==> src/rtl/ltpr_pkg.sv <==
// Shared types, widths and helpers for the laser triangulation point block.
package ltpr_pkg;

  localparam int PIXEL_BITS = 12;
  localparam int QUO_W      = 32;
  localparam int DIM_W      = 13;
  localparam int MAX_W      = (PIXEL_BITS > 12) ? PIXEL_BITS : 12;
  localparam int DIFF_W     = MAX_W + 1;
  localparam int CFG_IDX_W  = 3;
  localparam int CFG_DATA_W = 32;

  typedef enum logic [CFG_IDX_W-1:0] {
    REG_K_DEPTH   = 3'd0,
    REG_K_HEIGHT  = 3'd1,
    REG_COT_BETA  = 3'd2,
    REG_ROT_OFS   = 3'd3,
    REG_IMG_COLS  = 3'd4,
    REG_IMG_ROWS  = 3'd5,
    REG_COS_THETA = 3'd6,
    REG_SIN_THETA = 3'd7
  } cfg_idx_e;

  typedef struct packed {
    logic [31:0]        k_depth;
    logic [23:0]        k_height;
    logic [23:0]        cot_beta;
    logic signed [31:0] rotation_offset;
    logic [DIM_W-1:0]   image_cols;
    logic [DIM_W-1:0]   image_rows;
    logic signed [15:0] cos_theta;
    logic signed [15:0] sin_theta;
  } cfg_t;

  typedef struct packed {
    logic [PIXEL_BITS-1:0] pixel_col;
    logic [PIXEL_BITS-1:0] pixel_row;
  } in_item_t;

  typedef struct packed {
    logic signed [31:0] point_x;
    logic signed [31:0] point_y;
    logic signed [31:0] point_z;
    logic               bad_column;
  } out_item_t;

  // Data handed from one divider cell to the next
  typedef struct packed {
    logic                     valid;
    logic [DIM_W-1:0]         rem;
    logic [QUO_W-1:0]         quo;
    logic [DIM_W-1:0]         divisor;
    logic signed [DIFF_W-1:0] diff;
    logic                     bad;
  } div_t;

  function automatic logic signed [31:0] sat32(input logic signed [63:0] v);
    if (v > 64'sd2147483647) begin
      return 32'sh7FFFFFFF;
    end else if (v < -64'sd2147483648) begin
      return 32'sh80000000;
    end
    return v[31:0];
  endfunction

endpackage

==> src/rtl/ltpr_div_cell.sv <==
// One restoring division cell: takes one dividend bit, yields one quotient bit.
module ltpr_div_cell (
  input  logic          clk_i,
  input  logic          rst_ni,
  input  logic          en_i,
  input  logic          kbit_i,
  input  ltpr_pkg::div_t d_i,
  output ltpr_pkg::div_t d_o
);
  import ltpr_pkg::*;

  logic [DIM_W:0]   sh;
  logic             ge;
  logic [DIM_W:0]   sub;
  logic             valid_q;
  div_t             d_d, data_q;

  always_comb begin
    sh  = {d_i.rem, kbit_i};
    ge  = sh >= {1'b0, d_i.divisor};
    sub = sh - {1'b0, d_i.divisor};
    d_d = d_i;
    d_d.rem = ge ? sub[DIM_W-1:0] : sh[DIM_W-1:0];
    d_d.quo = {d_i.quo[QUO_W-2:0], ge};
  end

  always_ff @(posedge clk_i or negedge rst_ni) begin
    if (!rst_ni) begin
      valid_q <= 1'b0;
    end else if (en_i) begin
      valid_q <= d_d.valid;
    end
  end

  always_ff @(posedge clk_i) begin
    if (en_i) begin
      data_q <= d_d;
    end
  end

  always_comb begin
    d_o       = data_q;
    d_o.valid = valid_q;
  end
endmodule

==> config.mk <==
export PLATFORM = sky130hd
export DESIGN_NAME = ltpr_div_cell
export DESIGN_NICKNAME = d
export VERILOG_FILES = /design/src/rtl/ltpr_pkg.sv /design/src/rtl/ltpr_div_cell.sv
export SDC_FILE = /design/constraint.sdc
export NUM_CORES = 1
export LEC_CHECK = 0
export BUFFER_PORTS_ARGS = -buffer_cell sky130_fd_sc_hd__buf_4
export CAP_MARGIN = 20
export CORE_AREA = 2 2 89 83
export DETAILED_ROUTE_END_ITERATION = 6
export DIE_AREA = 0 0 91 85
export GPL_ROUTABILITY_DRIVEN = 0
export PLACE_DENSITY = 0.83
export SETUP_SLACK_MARGIN = 0.1
export SKIP_LAST_GASP = 1
export SLEW_MARGIN = 30
export SYNTH_ARGS = -nofsm -noshare
export SYNTH_HDL_FRONTEND = slang
export SYNTH_SLANG_ARGS = --single-unit
export TNS_END_PERCENT = 50
==> constraint.sdc <==
create_clock -name clk_i -period 0.9 [get_ports clk_i]
set_input_delay 0.09 -clock clk_i [delete_from_list [all_inputs] [get_ports clk_i]]
set_output_delay 0.09 -clock clk_i [all_outputs]
set_load 0.01 [all_outputs]
**After elaboration in Yosys (flattened, before gate mapping)**

Index checks and enable logic that the tools add are counted.

- Add/sub/neg operators: 1
- $lt $le $gt $ge: 1
- Muxes and demuxes: 1

Operators with widths:

| cell | number |
|---|---|
| greater-or-equal comparator 14 x 13 -> 1 bit | 1 |
| two-way mux 13 bit | 1 |
| subtractor 13 bit | 1 |

- Flip-flop bits (word level): 73
- Output and inout port bits: 73
- Logic and storage cells: 9

**Logic depth before layout (Yosys ltp)**

Gate-level depths: netlist of the first run.

- Depth in word-level cells: 2
- Gate-level depth with buffers: 10
- Gate-level depth less buffers: 9

**Worst setup path after synthesis of the first run**

OpenSTA, ideal clock, no wires.

- Path kind: in2reg
- Start: input port kbit_i
- End: register data_q, in the netlist d_o[64] (data pin)
- Setup time: 0.260 ns
- Data arrival time: 1.953 ns
- Required time: 0.640 ns
- Setup slack: -1.313 ns
- Cell stages on the path: 10
- Cell sequence: inv_1 > ha_1 > fa_1 > nand2b_1 > a21oi_2 > o21ai_2 > a211oi_2 > o32a_2 > buf_12 > mux2_4

RTL lines:

| item | RTL line | source |
|---|---|---|
| start: declaration | ltpr_div_cell.sv:6 | `input logic kbit_i,` |
| end signal: assignment | ltpr_div_cell.sv:37 | `data_q <= d_d;` |
| end: declaration | ltpr_div_cell.sv:16 | `div_t d_d, data_q;` |

==> results of run 1 <==
-- cells by family (layout without fill, tap and decap cells) --
group | after synthesis | in the layout | share of synthesized area
flip-flops | 73 | 73 | 0.716
AND/OR/NAND/NOR | 30 | 30 | 0.0541
AO/OA/AOI/OAI | 26 | 27 | 0.0577
buffers and inverters | 17 | 272 | 0.0274
adder cells (fa/ha/maj) | 14 | 14 | 0.0598
multiplexers | 14 | 14 | 0.0594
XOR/XNOR | 9 | 9 | 0.0258
other | 0 | 1 | 0
-- worst paths after layout --
path | slack (ns) | from | cells after the start | to
min in group asynchronous | 0.10 | rst_ni | 2 | valid_q
max reg2reg | 0.09 | valid_q | 1 | valid_q
min reg2reg | 0.60 | valid_q | 1 | valid_q
max in group asynchronous | 0.71 | rst_ni | 2 | valid_q
max | -1.08 | kbit_i | 10 | d_o[65]
min | -0.06 | d_i[14] | 1 | d_o[14]
-- flip-flops by register name (all words and copies together), names as in the netlist --
register and cells:
d_o 72, valid_q 1
-- power by group through the flow --
stage,sequential (mW),clock (mW),combinational (mW)
2_1_floorplan,4.45,0,0.630
4_1_cts,4.23,2.84,2.20
3_3_place_gp,4.27,0,1.81
3_5_place_dp,4.28,0,1.86
6_report,4.29,2.97,2.40
5_1_grt,4.31,3.10,2.52
-- layout make-up --
class	count	area, um^2
antenna	1	2.50
clock buffer	9	124
clock inverter	7	91.3
fill	332	1250
inverter	15	68.8
multi-input combinational	94	852
sequential	73	2190
tap	93	116
timing repair buffer	241	2130
-- cells in the final DEF, fill, tap and decap left out, drive strengths merged, types with 2 or more instances in the layout --
cell type | netlist | layout
nand3 | 2 | 2
dlygate4sd3 | 0 | 59
mux2i | 2 | 2
nor3 | 2 | 2
ha | 13 | 13
nor2 | 8 | 8
nor2b | 2 | 2
nand2 | 4 | 4
a21o | 2 | 2
or2 | 2 | 2
o32a | 1 | 2
clkbuf | 0 | 9
xnor2 | 4 | 4
a211oi | 3 | 3
buf | 2 | 182
nand2b | 3 | 3
inv | 15 | 17
edfxtp | 72 | 72
bufinv | 0 | 2
o21ai | 6 | 6
mux2 | 12 | 12
xor2 | 5 | 5
a21oi | 9 | 9
clkinv | 0 | 3
-- per-stage QoR --
stage / worst slack [ns] / setup TNS [ns] / hold slack (ns)
after floorplan: -1.17 / -15.06 / -0.206
after global placement: -1.36 / -18.16 / -0.134
after detailed placement: -1.40 / -18.61 / -0.133
after CTS: -1.01 / -18.10 / -0.0766
after global routing: -1.09 / -23.31 / -0.0788
final: -1.08 / -21.10 / -0.0632
-- per-layer routing --
| layer | vias up | track usage | share of wire |
|---|---|---|---|
| li1 | 1194 | - | - |
| met1 | 1362 | 0.373 | 0.36 |
| met2 | 232 | 0.525 | 0.50 |
| met3 | 41 | 0.0861 | 0.10 |
| met4 | 0 | 0.0895 | 0.032 |
| met5 | - | 0 | 0 |
-- worst max-delay path: stages --
cell,delay (ns)
buf_8,0.09
inv_12,0.03
ha_4,0.14
fa_2,0.34
nand2b_4,0.16
a21oi_4,0.16
o21ai_2,0.08
a211oi_2,0.30
o32a_2,0.34
mux2_4,0.33
-- repair_timing --
item                                   CTS  global route
gates cloned                             1             0
endpoints found under the hold margin   60             1
setup endpoints to repair               87            88
buffers inserted                         2             1
gates resized for setup                 28            16
==> flow_summary.ini, run 1 <==
[run_status]
status = finished, violations left
failed_checks = hold timing, setup timing

[sta]
report.final.slew_viol_count = 0
max_freq_ghz = 0.506
rsz0062_at_grt = yes
fin_crit_sh = 2.20
relSlewSlack = 0.721
setup_viol = 87
layout_min_cycle_time_ns = 1.98
worst_pin_slew_ns = 0.414
worst_slack_ns = -1.08
final-hold-violation-count = 1
fin_skew_ns = 0
holdWs_ns = -0.0632

[final_layout]
layout.cells.non_filler = 533
design_area_mm2 = 0.00557
nets = 525
post-route-util = 0.817
drive_gt1_frac = 0.501
area_growth_pct = 82.3

[power_and_ir_drop]
intPower_mw = 7.06
net-switching-power_mw = 2.60
p_clk_frac = 0.307
irDropWorstVdd_mv = 0.898
p_per_area_mw_per_mm2 = 1740
power.total_mw = 9.66
swShare = 0.269
p_leak_nw = 2.48
seqPwrFrac = 0.444
power_frac_comb = 0.248

[logic_synthesis]
synth_top_cell_by_area = edfxtp_1
yosys_warnings = 0
ys_types = 42
ys.flop_type = edfxtp_1
syn-mean-instance-area_um2 = 16.7
yosysTopAreaCellShare = 0.708
post-synth-top-count-cell = edfxtp_1
synth_cells = 183
ys_ff_latch = 73
synth_common_cells = edfxtp_1 (72), inv_1 (15), ha_1 (13)
synth_nets = 274
synth_area_leaders = edfxtp_1 (71%), ha_1 (5.3%), mux2_4 (3.4%)
syn-cell-area_mm2 = 0.00306
synth-edff-count = 72
yosysSeqAreaShare = 0.716
synth-async-reset-ratio = 0.0137

[min_path]
hp-class = in -> reg

[grt]
grt_pass1_wl_mm = 17.3
grt-ovfl-total = 0
grt_pass1_vias = 2862
antenna_found_initial = 1
grt_max_degree = 27
grtUsageTotal = 0.303

[clock_network]
htree_levels = 3
worstSkewPairLatency_ns = 0.34
hold_buffers = 59
clock_sinks = 73
cts_tree = built
clkTransAtPathRegs_ns = 0.08
numCtsBuffers = 9
cts-root-buf = clkbuf_8
cts_buffer_depth = 2

[worst_setup_path]
worst_setup_path_end_kind = flop
cp.arrival_ns = 2.07
start_kind = input pin
worst-path-max-fanout = 6
crit_type = in -> reg
required_ns = 0.99

[floorplanning]
die_w_um = 91
die_area_mm2 = 0.00774
rows = 29
die_h_um = 85
initial_core_util = 0.448
ioPinCount = 150
core-area_mm2 = 0.00682

[routing]
drc = 0
routed_via_density = 5.31
wl_mm = 12.8
drt-initial-drc-count = 290
num_vias = 2829
drtAntennaViolNets = 0
drt-pass1-iter-count = 5
wl_per_cell_um = 24.0

[placed_design]
place_area_mm2 = 0.00457
place_hpwl_mm = 5.90
numPlacedInstances = 453
io_buffers = 148

[run]
max_cap_violations = 0
No activity file was read; power rests on OpenSTA's default activity.
==> run 2: changes to the inputs <==
- RECOVER_POWER: unset -> 25
==> flow_summary.ini, run 2 (synthesis gave the netlist of run 1 again) <==
[floorplanning]
die_w_um = 91
core-area_mm2 = 0.00682
rows = 29
die_h_um = 85
die_area_mm2 = 0.00774
initial_core_util = 0.448
ioPinCount = 150

[routing]
drtAntennaViolNets = 0
wl_per_cell_um = 23.9
wl_mm = 12.8
drt-pass1-iter-count = 5
drt-initial-drc-count = 286
drc = 0
routed_via_density = 5.31
num_vias = 2828

[power_and_ir_drop]
power.total_mw = 9.65
p_leak_nw = 2.47
p_per_area_mw_per_mm2 = 1730
irDropWorstVdd_mv = 0.887

[sta]
report.final.slew_viol_count = 0
final-hold-violation-count = 1
holdWs_ns = -0.0630
setup_viol = 143
fin_skew_ns = 0
fin_crit_sh = 2.20
max_freq_ghz = 0.505
layout_min_cycle_time_ns = 1.98
worst_pin_slew_ns = 0.830
worst_slack_ns = -1.08
relSlewSlack = 0.447
rsz0062_at_grt = yes

[final_layout]
area_growth_pct = 82.1
nets = 525
multi_input_area_um2 = 852
final_common_cell = buf_4
final_cell_mix = buf_4 (140), edfxtp_1 (72), dlygate4sd3_1 (59)
drive_gt1_frac = 0.497
largest_register_ffs = 72
fillCellCount = 333
seq_area_mm2 = 0.00219
layout.cells.non_filler = 533

[worst_setup_path]
worst-path-max-fanout = 6
cpMaxStageDelayCell = fa_2
r2r_start = valid_q
critPathBufInv = 2
rrSetupSlack_ns = 0.09
start_kind = input pin
startpoint = kbit_i
reg2reg_depth = 1
slowest_delay_ns = 0.34
crit_type = in -> reg
cp.arrival_ns = 2.07
required_ns = 0.99
worst_setup_path_end_kind = flop
cpLargestDelayFamily = compound AO/OA/AOI/OAI gates
path_cells = buf_8 > inv_12 > ha_4 > fa_2 > nand2b_4 > a21oi_4 > o21ai_2 > a211oi_2 > o32a_2 > mux2_4
rr_endpoint = valid_q

[grt]
grt-ovfl-total = 0
grt_pass1_wl_mm = 17.3
grt_max_degree = 27
antenna_found_initial = 1
grt_pass1_vias = 2862
grtUsageTotal = 0.303

[clock_network]
worstSkewPairLatency_ns = 0.34
cts_buffer_depth = 2
cts-root-buf = clkbuf_8
clkTransAtPathRegs_ns = 0.08
cts_tree = built
htree_levels = 3
hold_buffers = 59
clock_sinks = 73
numCtsBuffers = 9

[placed_design]
numPlacedInstances = 453
place_hpwl_mm = 5.90
pre_cts_slack_ns = -1.40
io_buffers = 148

[run]
max_cap_violations = 0

[min_path]
whs_path_depth = 1
whs_endpoint = d_o[14]
min_from = d_i[14]
hp-class = in -> reg

[run_status]
status = finished, violations left
failed_checks = hold timing, setup timing
run 2: worst max path at each step:
stage          slack (ns)  endpoint  cells past startpoint
2_1_floorplan       -1.17   d_o[64]                     10
3_3_place_gp        -1.36   d_o[61]                     10
3_5_place_dp        -1.40   d_o[71]                     10
4_1_cts             -1.01   d_o[69]                     10
5_1_grt             -1.09   d_o[60]                     11
6_report            -1.08   d_o[65]                     10
run 2: through the flow:
stage          area, um^2  setup TNS [ns]  hold WS, ns   util
3_5_place_dp         4570          -18.61       -0.133  0.669
3_3_place_gp         4570          -18.16       -0.134  0.669
4_1_cts              5500          -18.10      -0.0766  0.807
5_1_grt              5560          -27.75      -0.0788  0.815
6_report             5560          -22.95      -0.0630  0.815
2_1_floorplan        3110          -15.06       -0.206      -
run 2: what timing repair did:
item,4_1_cts,5_1_grt
pin swaps,0,0
gates resized for setup,28,16
setup buffers,2,1
endpoints found under the hold margin,60,1
cloned,1,0
setup endpoints to repair,87,88
run 2: report_power, final:
part,switching (mW),internal [mW]
logic,1.02,1.38
registers,0.173,4.12
clock network,1.39,1.56
run 2: routing by layer:
| metal | GRT usage | vias up | routed length, um |
|---|---|---|---|
| li1 | - | 1194 | - |
| met1 | 0.373 | 1357 | 4640 |
| met2 | 0.525 | 236 | 6370 |
| met3 | 0.0861 | 41 | 1300 |
| met4 | 0.0895 | 0 | 456 |
| met5 | 0 | - | 0 |
run 2: layout make-up:
cell class / count / area share
Sequential cell: 73 / 0.393
Tap cell: 93 / 0.0209
Clock buffer: 9 / 0.0223
Multi-Input combinational cell: 94 / 0.153
Timing Repair Buffer: 241 / 0.381
Inverter: 15 / 0.0124
Antenna cell: 1 / 0.000450
Clock inverter: 7 / 0.0164
==> run 3: changes to the inputs <==
- BUFFER_PORTS_ARGS: -buffer_cell sky130_fd_sc_hd__buf_4 -> -buffer_cell sky130_fd_sc_hd__buf_2
==> flow_summary.ini, run 3 (synthesis gave the netlist of run 1 again) <==
[worst_setup_path]
path_cells = buf_8 > inv_12 > ha_4 > fa_2 > nand2b_4 > a21oi_4 > o21ai_2 > a211oi_2 > o32a_4 > mux2_4
critPathBufInv = 2
slowest_delay_ns = 0.34
cp.arrival_ns = 1.98
crit_type = in -> reg
cpMaxStageDelayCell = fa_2
cpLargestDelayFamily = compound AO/OA/AOI/OAI gates
required_ns = 1.00
worst-path-max-fanout = 6
start_kind = input pin
worst_setup_path_end_kind = flop

[power_and_ir_drop]
net-switching-power_mw = 2.25
irDropWorstVdd_mv = 0.813
intPower_mw = 6.30
p_leak_nw = 2.27
p_per_area_mw_per_mm2 = 1710
seqPwrFrac = 0.493
swShare = 0.263
p_clk_frac = 0.282
power_frac_comb = 0.225

[floorplanning]
die_area_mm2 = 0.00774
die_w_um = 91
die_h_um = 85
initial_core_util = 0.448
rows = 29
core-area_mm2 = 0.00682
ioPinCount = 150

[final_layout]
seq_area_mm2 = 0.00219
largest_register_ffs = 72
multi_input_area_um2 = 863
final_cell_mix = buf_2 (144), edfxtp_1 (72), dlygate4sd3_1 (60)
nets = 521
design_area_mm2 = 0.00501
fillCellCount = 439
drive_gt1_frac = 0.490
area_growth_pct = 63.9
diodes = 0
final_common_cell = buf_2

[sta]
layout_min_cycle_time_ns = 1.88
relSlewSlack = 0.717
fin_crit_sh = 2.08
max_freq_ghz = 0.533
rsz0062_at_grt = yes
final-hold-violation-count = 0
worst_slack_ns = -0.976
holdWs_ns = 0.0696
worst_pin_slew_ns = 0.425
report.final.slew_viol_count = 0
fin_skew_ns = 0
setup_viol = 87

[routing]
drt-initial-drc-count = 118
num_vias = 2579
wl_mm = 9.47
drt-pass1-iter-count = 4
drc = 0
wl_per_cell_um = 17.9
routed_via_density = 4.88
drtAntennaViolNets = 0

[run_status]
status = finished, violations left
failed_checks = setup timing

[clock_network]
cts_buffer_depth = 2
cts-root-buf = clkbuf_8
clkTransAtPathRegs_ns = 0.08
cts_tree = built
htree_levels = 3
numCtsBuffers = 9
worstSkewPairLatency_ns = 0.34
clock_sinks = 73

[grt]
grt_max_degree = 36
antenna_found_initial = 0
grt-ovfl-total = 0
grt_pass1_wl_mm = 14.2
grt_pass1_vias = 2667
grtUsageTotal = 0.244

[min_path]
hp-class = in -> async

[placed_design]
place_area_mm2 = 0.00418
place_hpwl_mm = 5.64
io_buffers = 148

[run]
max_cap_violations = 0
[run 3: path summary, 6_finish.rpt]
kind                            depth (start not counted)  startpoint      end  slack, ns
min in group clk_i                                      2     d_i[69]  d_o[70]       0.07
worst min-delay path                                    2      rst_ni  valid_q       0.07
worst max register to register                          1     valid_q  valid_q       0.15
max in group asynchronous                               2      rst_ni  valid_q       0.74
worst min register to register                          1     valid_q  valid_q       0.52
worst max-delay path                                   10      kbit_i  d_o[68]      -0.98
[run 3: per-stage QoR]
step	TNS [ns]	util	power, mW	std cells	setup WS [ns]
after floorplan	-15.06	-	5.08	183	-1.17
after global placement	-18.65	0.612	5.80	450	-1.39
after detailed placement	-19.19	0.612	5.86	450	-1.44
after CTS	-17.52	0.737	8.47	528	-1.00
after global routing	-20.26	0.734	8.85	528	-1.05
final	-17.09	0.734	8.55	528	-0.976
[run 3: timing repair]
action,4_1_cts,5_1_grt
gates resized for setup,10,1
endpoints found under the setup margin,87,87
hold buffers,60,0
pin swaps,2,1
gates cloned,1,0
hold endpoints to repair,60,0
setup buffers,1,0
[run 3: routing by layer]
metal  vias to the layer above  track usage  share of wire
met5                         -            0              0
met4                         0        0.103          0.029
met3                        28       0.0622          0.070
met2                       128        0.434           0.51
met1                      1231        0.281           0.39
li1                       1192            -              -
[run 3: layout make-up]
| cell class | count | share of cell area |
|---|---|---|
| timing repair buffer | 237 | 0.318 |
| clock buffer | 12 | 0.0310 |
| tap | 93 | 0.0232 |
| inverter | 15 | 0.0137 |
| clock inverter | 4 | 0.00550 |
| sequential | 73 | 0.437 |
| multi-input combinational | 94 | 0.172 |
[run 3: power groups by stage]
stage          combinational (mW)  clock [mW]  sequential [mW]
2_1_floorplan               0.630           0             4.45
3_3_place_gp                 1.54           0             4.25
3_5_place_dp                 1.60           0             4.26
4_1_cts                      1.88        2.40             4.19
5_1_grt                      2.05        2.56             4.24
6_report                     1.92        2.41             4.21
